File: src/rtl/asc_pkg.sv
// shared types, widths and constants of the alignment speed controller
package asc_pkg;

  // item and register field widths
  localparam int FWD_W     = 24;
  localparam int LAT_W     = 24;
  localparam int ROT_W     = 25;
  localparam int SCALE_W   = 16;
  localparam int GAIN_W    = 24;
  localparam int THR_W     = 24;
  localparam int FLOOR_W   = 23;
  localparam int LIM_W     = 31;
  localparam int SPD_W     = 32;

  // configuration port
  localparam int CFG_NUM    = 8;
  localparam int CFG_IDX_W  = $clog2(CFG_NUM);
  localparam int CFG_DATA_W = 31;

  localparam logic [CFG_IDX_W-1:0] REG_TURN_GAIN     = CFG_IDX_W'(0);
  localparam logic [CFG_IDX_W-1:0] REG_MOVE_GAIN     = CFG_IDX_W'(1);
  localparam logic [CFG_IDX_W-1:0] REG_SETTLE_ENTER  = CFG_IDX_W'(2);
  localparam logic [CFG_IDX_W-1:0] REG_SETTLE_EXIT   = CFG_IDX_W'(3);
  localparam logic [CFG_IDX_W-1:0] REG_LATERAL_FLOOR = CFG_IDX_W'(4);
  localparam logic [CFG_IDX_W-1:0] REG_FORWARD_FLOOR = CFG_IDX_W'(5);
  localparam logic [CFG_IDX_W-1:0] REG_SPEED_MIN     = CFG_IDX_W'(6);
  localparam logic [CFG_IDX_W-1:0] REG_SPEED_MAX     = CFG_IDX_W'(7);

  // datapath widths
  localparam int KB_W    = SCALE_W + GAIN_W;
  localparam int MUL_A_W = KB_W / 2;
  localparam int MUL_B_W = ROT_W;
  localparam int PROD_W  = MUL_A_W + MUL_B_W;
  localparam int ACC_W   = 71;
  localparam int DIV_W   = 40;
  localparam int SHIFT_W = 6;
  localparam int KEXP_W  = 2;

  // divide by five, one byte of dividend per cycle
  localparam int DIVISOR    = 5;
  localparam int DIV_DIGITS = 8;
  localparam int DIV_STEPS  = DIV_W / DIV_DIGITS;
  localparam int REM_W      = $clog2(DIVISOR);
  localparam int DCNT_W     = $clog2(DIV_STEPS);

  localparam logic signed [LAT_W-1:0] ONE_METRE_Q = LAT_W'(65536);
  localparam logic [LAT_W-1:0]        TEN_INCH_Q  = LAT_W'(16646);

  localparam logic [DIV_W-1:0] SPD_NEG_LIM = DIV_W'(1) << (SPD_W - 1);
  localparam logic [DIV_W-1:0] SPD_POS_LIM = SPD_NEG_LIM - DIV_W'(1);

  typedef enum logic [1:0] {
    JOB_TURN = 2'd0,
    JOB_LAT  = 2'd1,
    JOB_FWD  = 2'd2
  } asc_job_e;

  typedef enum logic [9:0] {
    ST_IDLE   = 10'b00_0000_0001,
    ST_PREP   = 10'b00_0000_0010,
    ST_JOB    = 10'b00_0000_0100,
    ST_MUL_LO = 10'b00_0000_1000,
    ST_MUL_HI = 10'b00_0001_0000,
    ST_SCALE  = 10'b00_0010_0000,
    ST_ROUND  = 10'b00_0100_0000,
    ST_DIV    = 10'b00_1000_0000,
    ST_STORE  = 10'b01_0000_0000,
    ST_FINISH = 10'b10_0000_0000
  } asc_state_e;

  typedef struct packed {
    logic     load;
    logic     prep;
    logic     mul_lo;
    logic     mul_hi;
    logic     scale;
    logic     round;
    logic     div;
    logic     div_first;
    logic     store;
    logic     emit;
    asc_job_e job;
  } asc_cmd_t;

  typedef struct packed {
    logic              engage;
    logic              skip;
    logic [KEXP_W-1:0] k;
    logic              out_free;
  } asc_stat_t;

endpackage

File: src/rtl/asc_if.sv
// word channels of the alignment speed controller
interface asc_in_if import asc_pkg::*; ();
  logic                      valid;
  logic                      ready;
  logic                      align_active;
  logic                      target_valid;
  logic                      clear_gate;
  logic signed [FWD_W-1:0]   forward_err;
  logic signed [LAT_W-1:0]   lateral_err;
  logic signed [ROT_W-1:0]   rotation_err;
  logic        [SCALE_W-1:0] scale_factor;

  modport source (
    output valid, align_active, target_valid, clear_gate, forward_err, lateral_err,
           rotation_err, scale_factor,
    input  ready
  );
  modport sink (
    input  valid, align_active, target_valid, clear_gate, forward_err, lateral_err,
           rotation_err, scale_factor,
    output ready
  );
endinterface

interface asc_out_if import asc_pkg::*; ();
  logic                    valid;
  logic                    ready;
  logic                    speeds_valid;
  logic signed [SPD_W-1:0] forward_speed;
  logic signed [SPD_W-1:0] left_speed;
  logic signed [SPD_W-1:0] turn_speed;
  logic                    settled;

  modport source (
    output valid, speeds_valid, forward_speed, left_speed, turn_speed, settled,
    input  ready
  );
  modport sink (
    input  valid, speeds_valid, forward_speed, left_speed, turn_speed, settled,
    output ready
  );
endinterface

File: src/rtl/asc_dp.sv
// datapath: config registers, settle gate, shared multiplier, divide by five, result registers
module asc_dp import asc_pkg::*; (
  input  logic                      clk_i,
  input  logic                      rst_ni,
  input  logic                      cfg_we_i,
  input  logic [CFG_IDX_W-1:0]      cfg_idx_i,
  input  logic [CFG_DATA_W-1:0]     cfg_wdata_i,
  input  logic                      align_active_i,
  input  logic                      target_valid_i,
  input  logic                      clear_gate_i,
  input  logic signed [FWD_W-1:0]   forward_err_i,
  input  logic signed [LAT_W-1:0]   lateral_err_i,
  input  logic signed [ROT_W-1:0]   rotation_err_i,
  input  logic [SCALE_W-1:0]        scale_factor_i,
  input  asc_cmd_t                  cmd_i,
  output asc_stat_t                 stat_o,
  input  logic                      out_ready_i,
  output logic                      out_valid_o,
  output logic                      speeds_valid_o,
  output logic [SPD_W-1:0]          forward_speed_o,
  output logic [SPD_W-1:0]          left_speed_o,
  output logic [SPD_W-1:0]          turn_speed_o,
  output logic                      settled_o
);

  localparam logic [SHIFT_W-1:0] SH_TURN      = SHIFT_W'(16);
  localparam logic [SHIFT_W-1:0] SH_TURN_SLOW = SHIFT_W'(18);
  localparam logic [SHIFT_W-1:0] SH_HALF      = SHIFT_W'(29);
  localparam logic [SHIFT_W-1:0] SH_SLOW      = SHIFT_W'(30);
  localparam logic [SHIFT_W-1:0] SH_HALF_SLOW = SHIFT_W'(31);
  localparam logic [SHIFT_W-1:0] SH_SLOW_SQ   = SHIFT_W'(32);

  // configuration
  logic [GAIN_W-1:0]  turn_gain_q, move_gain_q;
  logic [THR_W-1:0]   settle_enter_q, settle_exit_q;
  logic [FLOOR_W-1:0] lateral_floor_q, forward_floor_q;
  logic [LIM_W-1:0]   speed_min_q, speed_max_q;

  // captured word
  logic               engage_q;
  logic [ROT_W-1:0]   rmag_q;
  logic [LAT_W-1:0]   latmag_q;
  logic [FWD_W-1:0]   fwdmag_q;
  logic               rot_pos_q, lat_neg_q, fwd_pos_q, big_q, slow_q;
  logic [SCALE_W-1:0] scale_q;

  logic gate_q, turn_slow_q;

  logic [KB_W-1:0]    kbase_q;
  logic [ACC_W-1:0]   acc_q, acc_d;
  logic [DIV_W-1:0]   dv_q, dv_d;
  logic [REM_W-1:0]   rem_q, rem_d;
  logic [SPD_W-1:0]   turn_spd_q, fwd_spd_q, left_spd_q;

  logic               out_valid_q, out_sv_q, out_settled_q;
  logic [SPD_W-1:0]   out_fwd_q, out_left_q, out_turn_q;

  // input magnitudes and flags
  logic [ROT_W-1:0] rot_u, rmag_d;
  logic [LAT_W-1:0] lat_u, latmag_d;
  logic [FWD_W-1:0] fwd_u, fwdmag_d;

  assign rot_u    = rotation_err_i;
  assign lat_u    = lateral_err_i;
  assign fwd_u    = forward_err_i;
  assign rmag_d   = rot_u[ROT_W-1] ? ('0 - rot_u) : rot_u;
  assign latmag_d = lat_u[LAT_W-1] ? ('0 - lat_u) : lat_u;
  assign fwdmag_d = fwd_u[FWD_W-1] ? ('0 - fwd_u) : fwd_u;

  // per-job operands
  logic [KB_W-1:0]    k_op;
  logic [MUL_B_W-1:0] m_op;
  logic [KEXP_W-1:0]  k_sel;
  logic [SHIFT_W-1:0] shamt;
  logic               skip;

  always_comb begin
    k_op  = KB_W'(turn_gain_q);
    m_op  = rmag_q;
    k_sel = turn_slow_q ? KEXP_W'(1) : KEXP_W'(0);
    shamt = turn_slow_q ? SH_TURN_SLOW : SH_TURN;
    skip  = 1'b0;
    case (cmd_i.job)
      JOB_TURN: begin
        skip = 1'b0;
      end
      JOB_LAT: begin
        k_op  = kbase_q;
        m_op  = MUL_B_W'(latmag_q);
        k_sel = big_q ? KEXP_W'(0) : KEXP_W'(1);
        shamt = big_q ? SH_HALF : SH_SLOW;
        skip  = !gate_q || (latmag_q <= LAT_W'(lateral_floor_q));
      end
      JOB_FWD: begin
        k_op = kbase_q;
        m_op = MUL_B_W'(fwdmag_q);
        if (big_q) begin
          k_sel = slow_q ? KEXP_W'(1) : KEXP_W'(0);
          shamt = slow_q ? SH_HALF_SLOW : SH_HALF;
        end else begin
          k_sel = slow_q ? KEXP_W'(2) : KEXP_W'(1);
          shamt = slow_q ? SH_SLOW_SQ : SH_SLOW;
        end
        skip = !gate_q || (fwdmag_q <= FWD_W'(forward_floor_q));
      end
      default: begin
        skip = 1'b0;
      end
    endcase
  end

  // shared multiplier
  logic [MUL_A_W-1:0] mul_a;
  logic [MUL_B_W-1:0] mul_b;
  logic [PROD_W-1:0]  prod;

  always_comb begin
    if (cmd_i.prep) begin
      mul_a = MUL_A_W'(scale_q);
      mul_b = MUL_B_W'(move_gain_q);
    end else if (cmd_i.mul_hi) begin
      mul_a = k_op[KB_W-1:MUL_A_W];
      mul_b = m_op;
    end else begin
      mul_a = k_op[MUL_A_W-1:0];
      mul_b = m_op;
    end
  end

  assign prod = PROD_W'(mul_a) * PROD_W'(mul_b);

  // rounding term 5^k * 2^(s-1)
  logic [ACC_W-1:0] rnd, rsum, rshift;
  logic [4:0]       rnd_mul;

  always_comb begin
    case (k_sel)
      KEXP_W'(1): rnd_mul = 5'd5;
      KEXP_W'(2): rnd_mul = 5'd25;
      default:    rnd_mul = 5'd1;
    endcase
  end

  assign rnd    = ACC_W'(rnd_mul) << (shamt - SHIFT_W'(1));
  assign rsum   = acc_q + rnd;
  assign rshift = rsum >> shamt;

  // one byte of long division by five
  logic [REM_W:0]        dvt;
  logic [REM_W-1:0]      dvr;
  logic [DIV_DIGITS-1:0] dvq;

  always_comb begin
    dvr = cmd_i.div_first ? '0 : rem_q;
    dvq = '0;
    dvt = '0;
    for (int i = 0; i < DIV_DIGITS; i++) begin
      dvt = {dvr, dv_q[DIV_W-1-i]};
      if (dvt >= (REM_W+1)'(DIVISOR)) begin
        dvq[DIV_DIGITS-1-i] = 1'b1;
        dvt = dvt - (REM_W+1)'(DIVISOR);
      end
      dvr = dvt[REM_W-1:0];
    end
  end

  always_comb begin
    acc_d = acc_q;
    dv_d  = dv_q;
    rem_d = rem_q;
    if (cmd_i.mul_lo) begin
      acc_d = ACC_W'(prod);
    end else if (cmd_i.mul_hi) begin
      acc_d = acc_q + ACC_W'({prod, {MUL_A_W{1'b0}}});
    end else if (cmd_i.scale) begin
      acc_d = (acc_q << 3) + (acc_q << 2) + acc_q;
    end
    if (cmd_i.round) begin
      dv_d = rshift[DIV_W-1:0];
    end else if (cmd_i.div) begin
      dv_d  = {dv_q[DIV_W-DIV_DIGITS-1:0], dvq};
      rem_d = dvr;
    end
  end

  // clamp a translation magnitude to [min, max] and apply the sign
  function automatic logic [SPD_W-1:0] clamp_spd(input logic [DIV_W-1:0] m,
                                                 input logic neg,
                                                 input logic [LIM_W-1:0] lo,
                                                 input logic [LIM_W-1:0] hi);
    logic [LIM_W-1:0] mag;
    if (m < DIV_W'(lo)) begin
      mag = lo;
    end else if (m > DIV_W'(hi)) begin
      mag = hi;
    end else begin
      mag = m[LIM_W-1:0];
    end
    return neg ? ('0 - SPD_W'(mag)) : SPD_W'(mag);
  endfunction

  logic [DIV_W-1:0] turn_mag;
  logic [SPD_W-1:0] turn_val;
  logic             kb_nz;

  assign kb_nz = (kbase_q != '0);

  always_comb begin
    if (rot_pos_q) begin
      turn_mag = (dv_q > SPD_NEG_LIM) ? SPD_NEG_LIM : dv_q;
      turn_val = '0 - turn_mag[SPD_W-1:0];
    end else begin
      turn_mag = (dv_q > SPD_POS_LIM) ? SPD_POS_LIM : dv_q;
      turn_val = turn_mag[SPD_W-1:0];
    end
  end

  // settle gate update with hysteresis
  logic gate_upd;

  always_comb begin
    gate_upd = gate_q;
    if (rmag_q < ROT_W'(settle_enter_q)) begin
      gate_upd = 1'b1;
    end
    if (gate_upd && (rmag_q > ROT_W'(settle_exit_q))) begin
      gate_upd = 1'b0;
    end
  end

  always_ff @(posedge clk_i or negedge rst_ni) begin
    if (!rst_ni) begin
      turn_gain_q     <= '0;
      move_gain_q     <= '0;
      settle_enter_q  <= '0;
      settle_exit_q   <= '0;
      lateral_floor_q <= '0;
      forward_floor_q <= '0;
      speed_min_q     <= '0;
      speed_max_q     <= '0;
    end else if (cfg_we_i) begin
      case (cfg_idx_i)
        REG_TURN_GAIN:     turn_gain_q     <= cfg_wdata_i[GAIN_W-1:0];
        REG_MOVE_GAIN:     move_gain_q     <= cfg_wdata_i[GAIN_W-1:0];
        REG_SETTLE_ENTER:  settle_enter_q  <= cfg_wdata_i[THR_W-1:0];
        REG_SETTLE_EXIT:   settle_exit_q   <= cfg_wdata_i[THR_W-1:0];
        REG_LATERAL_FLOOR: lateral_floor_q <= cfg_wdata_i[FLOOR_W-1:0];
        REG_FORWARD_FLOOR: forward_floor_q <= cfg_wdata_i[FLOOR_W-1:0];
        REG_SPEED_MIN:     speed_min_q     <= cfg_wdata_i[LIM_W-1:0];
        REG_SPEED_MAX:     speed_max_q     <= cfg_wdata_i[LIM_W-1:0];
        default: ;
      endcase
    end
  end

  always_ff @(posedge clk_i or negedge rst_ni) begin
    if (!rst_ni) begin
      gate_q      <= 1'b0;
      turn_slow_q <= 1'b0;
    end else if (cmd_i.load) begin
      gate_q <= gate_q & ~clear_gate_i;
    end else if (cmd_i.prep) begin
      turn_slow_q <= gate_q;
      gate_q      <= gate_upd;
    end
  end

  always_ff @(posedge clk_i or negedge rst_ni) begin
    if (!rst_ni) begin
      out_valid_q <= 1'b0;
    end else if (cmd_i.emit) begin
      out_valid_q <= 1'b1;
    end else if (out_ready_i) begin
      out_valid_q <= 1'b0;
    end
  end

  // payload registers
  always_ff @(posedge clk_i) begin
    if (cmd_i.load) begin
      engage_q   <= align_active_i & target_valid_i;
      rmag_q     <= rmag_d;
      latmag_q   <= latmag_d;
      fwdmag_q   <= fwdmag_d;
      rot_pos_q  <= !rot_u[ROT_W-1] && (rot_u != '0);
      lat_neg_q  <= lat_u[LAT_W-1];
      fwd_pos_q  <= !fwd_u[FWD_W-1] && (fwd_u != '0);
      big_q      <= (lateral_err_i > ONE_METRE_Q) || (forward_err_i > ONE_METRE_Q);
      slow_q     <= latmag_d > TEN_INCH_Q;
      scale_q    <= scale_factor_i;
      turn_spd_q <= '0;
      fwd_spd_q  <= '0;
      left_spd_q <= '0;
    end else if (cmd_i.store) begin
      case (cmd_i.job)
        JOB_TURN: turn_spd_q <= turn_val;
        JOB_LAT:  fwd_spd_q  <= clamp_spd(dv_q, lat_neg_q && kb_nz, speed_min_q, speed_max_q);
        JOB_FWD:  left_spd_q <= clamp_spd(dv_q, fwd_pos_q && kb_nz, speed_min_q, speed_max_q);
        default: ;
      endcase
    end
    if (cmd_i.prep) begin
      kbase_q <= prod[KB_W-1:0];
    end
    acc_q <= acc_d;
    dv_q  <= dv_d;
    rem_q <= rem_d;
    if (cmd_i.emit) begin
      out_sv_q      <= engage_q;
      out_fwd_q     <= fwd_spd_q;
      out_left_q    <= left_spd_q;
      out_turn_q    <= turn_spd_q;
      out_settled_q <= gate_q;
    end
  end

  assign stat_o.engage   = engage_q;
  assign stat_o.skip     = skip;
  assign stat_o.k        = k_sel;
  assign stat_o.out_free = !out_valid_q || out_ready_i;

  assign out_valid_o     = out_valid_q;
  assign speeds_valid_o  = out_sv_q;
  assign forward_speed_o = out_fwd_q;
  assign left_speed_o    = out_left_q;
  assign turn_speed_o    = out_turn_q;
  assign settled_o       = out_settled_q;

endmodule

File: src/rtl/asc_ctrl.sv
// controller: sequences the turn, lateral and forward jobs through the shared datapath
module asc_ctrl import asc_pkg::*; (
  input  logic      clk_i,
  input  logic      rst_ni,
  input  logic      in_valid_i,
  output logic      in_ready_o,
  input  asc_stat_t stat_i,
  output asc_cmd_t  cmd_o
);

  asc_state_e        state_q, state_d;
  asc_job_e          job_q, job_d;
  logic [DCNT_W-1:0] ctr_q, ctr_d;
  logic [KEXP_W-1:0] pass_q, pass_d;

  function automatic asc_job_e next_job(input asc_job_e j);
    case (j)
      JOB_TURN: return JOB_LAT;
      JOB_LAT:  return JOB_FWD;
      default:  return JOB_FWD;
    endcase
  endfunction

  always_comb begin
    state_d    = state_q;
    job_d      = job_q;
    ctr_d      = ctr_q;
    pass_d     = pass_q;
    cmd_o      = '0;
    cmd_o.job  = job_q;
    in_ready_o = 1'b0;
    case (state_q)
      ST_IDLE: begin
        in_ready_o = 1'b1;
        if (in_valid_i) begin
          cmd_o.load = 1'b1;
          state_d    = ST_PREP;
        end
      end
      ST_PREP: begin
        if (stat_i.engage) begin
          cmd_o.prep = 1'b1;
          job_d      = JOB_TURN;
          state_d    = ST_JOB;
        end else begin
          state_d = ST_FINISH;
        end
      end
      ST_JOB: begin
        if (!stat_i.skip) begin
          state_d = ST_MUL_LO;
        end else if (job_q == JOB_FWD) begin
          state_d = ST_FINISH;
        end else begin
          job_d = next_job(job_q);
        end
      end
      ST_MUL_LO: begin
        cmd_o.mul_lo = 1'b1;
        state_d      = ST_MUL_HI;
      end
      ST_MUL_HI: begin
        cmd_o.mul_hi = 1'b1;
        pass_d       = '0;
        state_d      = (stat_i.k == '0) ? ST_ROUND : ST_SCALE;
      end
      ST_SCALE: begin
        cmd_o.scale = 1'b1;
        if ((pass_q + KEXP_W'(1)) == stat_i.k) begin
          pass_d  = '0;
          state_d = ST_ROUND;
        end else begin
          pass_d = pass_q + KEXP_W'(1);
        end
      end
      ST_ROUND: begin
        cmd_o.round = 1'b1;
        ctr_d       = '0;
        pass_d      = '0;
        state_d     = (stat_i.k == '0) ? ST_STORE : ST_DIV;
      end
      ST_DIV: begin
        cmd_o.div       = 1'b1;
        cmd_o.div_first = (ctr_q == '0);
        if (ctr_q == DCNT_W'(DIV_STEPS - 1)) begin
          ctr_d = '0;
          if ((pass_q + KEXP_W'(1)) == stat_i.k) begin
            state_d = ST_STORE;
          end else begin
            pass_d = pass_q + KEXP_W'(1);
          end
        end else begin
          ctr_d = ctr_q + DCNT_W'(1);
        end
      end
      ST_STORE: begin
        cmd_o.store = 1'b1;
        if (job_q == JOB_FWD) begin
          state_d = ST_FINISH;
        end else begin
          job_d   = next_job(job_q);
          state_d = ST_JOB;
        end
      end
      ST_FINISH: begin
        if (stat_i.out_free) begin
          cmd_o.emit = 1'b1;
          state_d    = ST_IDLE;
        end
      end
      default: begin
        state_d = ST_IDLE;
      end
    endcase
  end

  always_ff @(posedge clk_i or negedge rst_ni) begin
    if (!rst_ni) begin
      state_q <= ST_IDLE;
      job_q   <= JOB_TURN;
      ctr_q   <= '0;
      pass_q  <= '0;
    end else begin
      state_q <= state_d;
      job_q   <= job_d;
      ctr_q   <= ctr_d;
      pass_q  <= pass_d;
    end
  end

endmodule

File: src/rtl/alignment_speed_controller.sv
// top level of the alignment speed controller
// one word at a time: the next word is taken only after the result of the last is registered,
// and a stalled output register holds that result back
// the long path is the divide-by-five unit (up to 2 passes per speed)
// behind one shared 20x25 multiplier; a finished result waits in an output register
// reset: all gains, thresholds and limits read zero, settle gate clear, no result pending
module alignment_speed_controller import asc_pkg::*; (
  input  logic                  clk_i,
  input  logic                  rst_ni,
  input  logic                  cfg_we_i,
  input  logic [CFG_IDX_W-1:0]  cfg_idx_i,
  input  logic [CFG_DATA_W-1:0] cfg_wdata_i,
  asc_in_if.sink                in_if,
  asc_out_if.source             out_if
);

  asc_cmd_t  cmd;
  asc_stat_t stat;
  logic      in_ready;

  asc_ctrl u_ctrl (
    .clk_i      (clk_i),
    .rst_ni     (rst_ni),
    .in_valid_i (in_if.valid),
    .in_ready_o (in_ready),
    .stat_i     (stat),
    .cmd_o      (cmd)
  );

  asc_dp u_dp (
    .clk_i           (clk_i),
    .rst_ni          (rst_ni),
    .cfg_we_i        (cfg_we_i),
    .cfg_idx_i       (cfg_idx_i),
    .cfg_wdata_i     (cfg_wdata_i),
    .align_active_i  (in_if.align_active),
    .target_valid_i  (in_if.target_valid),
    .clear_gate_i    (in_if.clear_gate),
    .forward_err_i   (in_if.forward_err),
    .lateral_err_i   (in_if.lateral_err),
    .rotation_err_i  (in_if.rotation_err),
    .scale_factor_i  (in_if.scale_factor),
    .cmd_i           (cmd),
    .stat_o          (stat),
    .out_ready_i     (out_if.ready),
    .out_valid_o     (out_if.valid),
    .speeds_valid_o  (out_if.speeds_valid),
    .forward_speed_o (out_if.forward_speed),
    .left_speed_o    (out_if.left_speed),
    .turn_speed_o    (out_if.turn_speed),
    .settled_o       (out_if.settled)
  );

  assign in_if.ready = in_ready;

  // one word in flight: the cycle after acceptance takes nothing
  a_single_word: assert property (@(posedge clk_i) disable iff (!rst_ni)
    in_if.valid && in_if.ready |=> !in_if.ready)
    else $error("word accepted while another is in progress");

  // no command means all speeds zero
  a_idle_zero: assert property (@(posedge clk_i) disable iff (!rst_ni)
    out_if.valid && !out_if.speeds_valid |->
      out_if.forward_speed == '0 && out_if.left_speed == '0 && out_if.turn_speed == '0)
    else $error("speeds nonzero without a command");

  // translation only while the settle gate is set
  a_gate_move: assert property (@(posedge clk_i) disable iff (!rst_ni)
    out_if.valid && !out_if.settled |->
      out_if.forward_speed == '0 && out_if.left_speed == '0)
    else $error("translation speed while rotation not settled");

endmodule
File: src/flat_wrapper.sv
// flat-port wrapper written by rule: the top's interface ports become plain ports
module alignment_speed_controller_flat import asc_pkg::*;
  (clk_i, rst_ni, cfg_we_i, cfg_idx_i, cfg_wdata_i, in_if_valid, in_if_align_active, in_if_target_valid, in_if_clear_gate, in_if_forward_err, in_if_lateral_err, in_if_rotation_err, in_if_scale_factor, in_if_ready, out_if_valid, out_if_speeds_valid, out_if_forward_speed, out_if_left_speed, out_if_turn_speed, out_if_settled, out_if_ready);
  asc_in_if in_if_i ();
  asc_out_if out_if_i ();
  input  logic clk_i;
  input  logic rst_ni;
  input  logic cfg_we_i;
  input  logic [CFG_IDX_W-1:0] cfg_idx_i;
  input  logic [CFG_DATA_W-1:0] cfg_wdata_i;
  input wire logic [$bits(in_if_i.valid)-1:0] in_if_valid;
  input wire logic [$bits(in_if_i.align_active)-1:0] in_if_align_active;
  input wire logic [$bits(in_if_i.target_valid)-1:0] in_if_target_valid;
  input wire logic [$bits(in_if_i.clear_gate)-1:0] in_if_clear_gate;
  input wire logic [$bits(in_if_i.forward_err)-1:0] in_if_forward_err;
  input wire logic [$bits(in_if_i.lateral_err)-1:0] in_if_lateral_err;
  input wire logic [$bits(in_if_i.rotation_err)-1:0] in_if_rotation_err;
  input wire logic [$bits(in_if_i.scale_factor)-1:0] in_if_scale_factor;
  output wire logic [$bits(in_if_i.ready)-1:0] in_if_ready;
  output wire logic [$bits(out_if_i.valid)-1:0] out_if_valid;
  output wire logic [$bits(out_if_i.speeds_valid)-1:0] out_if_speeds_valid;
  output wire logic [$bits(out_if_i.forward_speed)-1:0] out_if_forward_speed;
  output wire logic [$bits(out_if_i.left_speed)-1:0] out_if_left_speed;
  output wire logic [$bits(out_if_i.turn_speed)-1:0] out_if_turn_speed;
  output wire logic [$bits(out_if_i.settled)-1:0] out_if_settled;
  input wire logic [$bits(out_if_i.ready)-1:0] out_if_ready;
  assign in_if_i.valid = in_if_valid;
  assign in_if_i.align_active = in_if_align_active;
  assign in_if_i.target_valid = in_if_target_valid;
  assign in_if_i.clear_gate = in_if_clear_gate;
  assign in_if_i.forward_err = in_if_forward_err;
  assign in_if_i.lateral_err = in_if_lateral_err;
  assign in_if_i.rotation_err = in_if_rotation_err;
  assign in_if_i.scale_factor = in_if_scale_factor;
  assign in_if_ready = in_if_i.ready;
  assign out_if_valid = out_if_i.valid;
  assign out_if_speeds_valid = out_if_i.speeds_valid;
  assign out_if_forward_speed = out_if_i.forward_speed;
  assign out_if_left_speed = out_if_i.left_speed;
  assign out_if_turn_speed = out_if_i.turn_speed;
  assign out_if_settled = out_if_i.settled;
  assign out_if_i.ready = out_if_ready;
  alignment_speed_controller u_core (.clk_i(clk_i), .rst_ni(rst_ni), .cfg_we_i(cfg_we_i), .cfg_idx_i(cfg_idx_i), .cfg_wdata_i(cfg_wdata_i), .in_if(in_if_i), .out_if(out_if_i));
endmodule
File: config.mk
export PLATFORM = sky130hd
export DESIGN_NAME = alignment_speed_controller_flat
export DESIGN_NICKNAME = d
export VERILOG_FILES = /design/src/rtl/asc_pkg.sv /design/src/rtl/asc_if.sv /design/src/rtl/asc_dp.sv /design/src/rtl/asc_ctrl.sv /design/src/rtl/alignment_speed_controller.sv /design/src/flat_wrapper.sv
export SDC_FILE = /design/constraint.sdc
export NUM_CORES = 2
export LEC_CHECK = 0
export BUFFER_PORTS_ARGS = -buffer_cell sky130_fd_sc_hd__buf_2
export CAP_MARGIN = 40
export CORE_MARGIN = 10
export CORE_UTILIZATION = 40
export CTS_CLUSTER_DIAMETER = 200
export DETAILED_ROUTE_END_ITERATION = 12
export PLACE_DENSITY = 0.61
export SETUP_SLACK_MARGIN = 0.5
export SKIP_LAST_GASP = 1
export SLEW_MARGIN = 15
export SYNTH_ARGS = -nofsm -noshare
export SYNTH_HDL_FRONTEND = slang
export SYNTH_SLANG_ARGS = --single-unit
File: constraint.sdc
create_clock -name clk_i -period 14.05 [get_ports clk_i]
set_input_delay 2.1075 -clock clk_i [delete_from_list [all_inputs] [get_ports clk_i]]
set_output_delay 2.1075 -clock clk_i [all_outputs]
set_load 0.02 [all_outputs]
==> metrics.sh <==
DIE_WIDTH_UM=426.5
RUN_STATUS='finished, final reports clean'
FIRST_PASS_GRT_WIRE_LENGTH_MM=354.8
CLKTRANSATPATHREGS_PS=60
NETLIST_INSTANCES=7403
POSTSYNTH.TOPFLOPCELL='sky130_fd_sc_hd__edfxtp_1'
DIE_OUTLINE_AREA_UM2=181900
TOTAL_I_O_PIN_COUNT=231
NUMBER_OF_ANTENNA_VIOLATIONS_AT_THE_FIRST_CHECK_IN_GLOBAL_ROUTING=13
POST_SYNTH.CELL_AREA_AVG_UM2=8.930
N_FILL_CELL=16050
CRITICAL_PATH_ARRIVAL_PS=13340
GRT_PASS1_VIAS=55700
SUM_OF_ROUTED_WIRE_LENGTH_OVER_ALL_LAYERS_MM=237.9
MIN-DELAY-PATH-CLASS='flop to flop'
NETLIST_AREA_UM2=66110
SETUP_TNS_PS=0
FINALSETUPVIOLCOUNT=0
FINAL.SETUP.WORST_SLACK_PS=1269
CAP_VIOLATIONS=0
PLACEMENT.SETUP.WORST_SLACK_PS=923.7
VIAS=57600
POST_SYNTHESIS_SEQUENTIAL_AREA_RATIO_PCT=26.76
VERTICAL_DIE_DIMENSION_UM=426.5
INSERTION_DELAY_OF_THE_LATER_CLOCKED_PIN_IN_THE_WORST_SKEW_PAIR_PS=690
POST_CTS.REPAIR.SETUP_BUFFERS=0
SYNTH_EDF_COUNT=321
GLOBALROUTE.TOTALOVERFLOW=0
POSTCTSHOLDBUFS=0
ROUTE.DETAILED.VIAS_PER_INST=5.899
POST_ROUTE_CELLS_DRIVE_ABOVE_1_SHARE_PCT=10.80
REPORT.FINAL.HOLD_VIOL_COUNT=0
SLEW_VIOLATIONS=0
WORSTMARGINPINSLEW_PS=1008
PLACE_CONGESTION=1.018
WORSTSETUPSTARTPOINTTYPE='flop'
YS.WARNINGS.COUNT=0
START_UTIL_PCT=40.16
TIMING.FINAL.CRIT_SHARE_PCT=90.97
CTS_MAX_LEVEL=3
TRITONCTS='built'
CRIT_REQUIRED_PS=14610
SYN2LAYOUT_AREA_GROWTH_PCT=9.972
CLOCK_SINK_COUNT=667
SETUP_CP_TYPE='flop to flop'
CTS-ROOT-TO-SINK-BUFFERS=3
TOTAL_NUMBER_OF_NETS_IN_THE_FINAL_DESIGN=8649
POSTCTSRESIZEDCELLS=0
SYNTHDISTINCTLIBCELLS=114
END_KIND='flop'
PERIOD_MINUS_SLACK_PS=12780
ROOT_BUFFER='sky130_fd_sc_hd__clkbuf_16'
CORE.ROWCOUNT=149
ANT_NETS=0
WL_PER_CELL_UM=24.36
CP_MAX_FO=29
PORT_BUFFERS=230
CTS-BUFFERS-INSERTED=74
SYNTH_REGISTER_BITS=667
GLOBALROUTETOTALUTIL_PCT=25.32
AREA_OF_THE_CORE_UM2=164600
GRT_SETUP_UNREPAIRED='false'
INITIALDRTVIOLATIONCOUNT=6081
NUMBER_OF_DESIGN_RULE_VIOLATIONS_LEFT_AFTER_DETAIL_ROUTING=0
TOP_ACHIEVABLE_CLOCK_SPEED_GHz=0.07824
CRIT_PATH_SLOWEST_CELL='sky130_fd_sc_hd__fa_1'
FINALCLOCKSKEW_PS=22.10
DETAILED_PLACE_HPWL_MM=189.3
GRT_MAX_DEGREE=91
CP_SLOWEST_STAGE_DELAY_PS=560
FIN_UTIL_PCT=44.16
DRT_PASS1_ITERATIONS=8
SLEW_HEADROOM_PCT=31.09
ASYNC_SET_OR_RESET_REGISTER_RATIO_AFTER_SYNTHESIS_PCT=33.58
flip-flops by register name (all words and copies together) (netlist names), 24 cells and up:
| register | flops |
|---|---|
| u_core.u_dp.acc_q | 71 |
| u_core.u_dp.dv_q | 40 |
| u_core.u_dp.forward_speed_o | 32 |
| u_core.u_dp.fwd_spd_q | 32 |
| u_core.u_dp.fwdmag_q | 24 |
| u_core.u_dp.kbase_q | 40 |
| u_core.u_dp.latmag_q | 24 |
| u_core.u_dp.left_spd_q | 32 |
| u_core.u_dp.left_speed_o | 32 |
| u_core.u_dp.move_gain_q | 24 |
| u_core.u_dp.rmag_q | 25 |
| u_core.u_dp.settle_enter_q | 24 |
| u_core.u_dp.settle_exit_q | 24 |
| u_core.u_dp.speed_max_q | 31 |
| u_core.u_dp.speed_min_q | 31 |
| u_core.u_dp.turn_gain_q | 24 |
| u_core.u_dp.turn_spd_q | 32 |
| u_core.u_dp.turn_speed_o | 32 |
synth_stat cells (53+ instances only):
master	number	area share, %
sky130_fd_sc_hd__xnor2_1	218	2.9
sky130_fd_sc_hd__nand4_1	86	0.81
sky130_fd_sc_hd__edfxtp_1	321	15
sky130_fd_sc_hd__dfrtp_1	223	8.4
sky130_fd_sc_hd__nor2_1	727	4.1
sky130_fd_sc_hd__o21a_1	73	0.83
sky130_fd_sc_hd__clkbuf_1	306	1.7
sky130_fd_sc_hd__dfxtp_1	122	3.7
sky130_fd_sc_hd__nand3_1	105	0.79
sky130_fd_sc_hd__a21o_1	249	2.8
sky130_fd_sc_hd__xor2_1	109	1.4
sky130_fd_sc_hd__nor3_1	119	0.90
sky130_fd_sc_hd__mux2_2	179	3.0
sky130_fd_sc_hd__o21ai_0	383	2.9
sky130_fd_sc_hd__a21oi_1	460	3.5
sky130_fd_sc_hd__a211oi_1	113	1.3
sky130_fd_sc_hd__mux2i_1	64	0.97
sky130_fd_sc_hd__nand2_1	705	4.0
sky130_fd_sc_hd__fa_1	480	15
sky130_fd_sc_hd__o211ai_1	53	0.60
sky130_fd_sc_hd__nand2b_1	68	0.64
sky130_fd_sc_hd__nor2b_1	56	0.53
sky130_fd_sc_hd__a31oi_1	94	0.89
sky130_fd_sc_hd__ha_1	527	10
sky130_fd_sc_hd__o31ai_1	57	0.65
sky130_fd_sc_hd__inv_1	712	4.0
final timing paths:
check	startpoint	end	slack (ps)	cells past startpoint
max reg2reg	u_core.u_ctrl.state_q[3]	u_core.u_dp.acc_q[68]	1270	47
max	u_core.u_ctrl.state_q[3]	u_core.u_dp.acc_q[68]	1270	47
min reg2reg	u_core.u_dp.turn_spd_q[23]	u_core.u_dp.turn_speed_o[23]	430	0
min in group asynchronous	rst_ni	u_core.u_dp.lateral_floor_q[0]	1410	1
max in group asynchronous	rst_ni	u_core.u_dp.speed_min_q[13]	10730	5
min	u_core.u_dp.turn_spd_q[23]	u_core.u_dp.turn_speed_o[23]	430	0
kinds of logic after synthesis:
| family | after synthesis | share of synthesized area (%) |
|---|---|---|
| simple gates | 2170 | 15.09 |
| compound gates | 1903 | 18.91 |
| fa+ha+maj | 1007 | 24.51 |
| flops | 667 | 26.76 |
| buf+inv | 1077 | 6.151 |
| mux | 251 | 4.251 |
| other cells | 1 | 0.005672 |
| xor+xnor | 327 | 4.332 |
metrics by stage:
step	cell area (um2)	cells	hold slack [ps]
CTS	72530	9749	427.6
detailed placement	69950	9611	411.1
global placement	69700	9588	414.1
floorplan	66120	7405	403.0
global route	72700	9764	440.1
finish	72700	9765	429.0
critical path, delay by kind of cell (launching register included):
family,cells,cell delay (ps)
fa+ha+maj,9,4470
buf+inv,8,1210
compound gates,18,3980
xor+xnor,1,350
simple gates,11,2160
flops,1,450
routing by layer:
metal	up-vias	track usage, %	wire [um]	share of wire, %
met5	-	0	21	0.0088
met2	2285	40.22	107900	45
met4	4	10.21	10800	4.5
li1	26190	-	-	-
met1	28650	34.30	101100	43
met3	476	4.110	18040	7.6
cell usage in the layout (no fill, tap or decap), types with 28 or more instances in the layout:
| master | instances |
|---|---|
| sky130_fd_sc_hd__nor2_1 | 727 |
| sky130_fd_sc_hd__inv_1 | 709 |
| sky130_fd_sc_hd__nand2_1 | 705 |
| sky130_fd_sc_hd__ha_1 | 526 |
| sky130_fd_sc_hd__fa_1 | 480 |
| sky130_fd_sc_hd__a21oi_1 | 454 |
| sky130_fd_sc_hd__o21ai_0 | 382 |
| sky130_fd_sc_hd__edfxtp_1 | 321 |
| sky130_fd_sc_hd__a21o_1 | 249 |
| sky130_fd_sc_hd__buf_2 | 234 |
| sky130_fd_sc_hd__dfrtp_1 | 223 |
| sky130_fd_sc_hd__xnor2_1 | 217 |
| sky130_fd_sc_hd__mux2_2 | 179 |
| sky130_fd_sc_hd__buf_4 | 138 |
| sky130_fd_sc_hd__dfxtp_1 | 122 |
| sky130_fd_sc_hd__nor3_1 | 116 |
| sky130_fd_sc_hd__a211oi_1 | 113 |
| sky130_fd_sc_hd__xor2_1 | 109 |
| sky130_fd_sc_hd__nand3_1 | 105 |
| sky130_fd_sc_hd__a31oi_1 | 91 |
| sky130_fd_sc_hd__nand4_1 | 86 |
| sky130_fd_sc_hd__clkbuf_16 | 75 |
| sky130_fd_sc_hd__o21a_1 | 73 |
| sky130_fd_sc_hd__nand2b_1 | 67 |
| sky130_fd_sc_hd__mux2i_1 | 61 |
| sky130_fd_sc_hd__o31ai_1 | 57 |
| sky130_fd_sc_hd__nor2b_1 | 56 |
| sky130_fd_sc_hd__o211ai_1 | 53 |
| sky130_fd_sc_hd__o21bai_1 | 51 |
| sky130_fd_sc_hd__and2_1 | 45 |
| sky130_fd_sc_hd__or3_1 | 42 |
| sky130_fd_sc_hd__nor4_1 | 41 |
| sky130_fd_sc_hd__and3_1 | 41 |
| sky130_fd_sc_hd__a221oi_1 | 31 |
| sky130_fd_sc_hd__a22oi_1 | 28 |
| sky130_fd_sc_hd__or2_2 | 28 |
cell type report:
type                       instances  area, um2  area share, %
multi-input combinational       5661      44530          61.25
timing repair buffer             391       2467          3.394
antenna                            3      7.507        0.01033
sequential                       667      17690          24.33
clock buffer                      96       2006          2.759
tap                             2189       2739          3.767
clock inverter                    42      573.1         0.7882
inverter                         716       2693          3.704
Power is not shown: default switching activity piles up to over one toggle a cycle in this logic, so the estimate is an artifact.
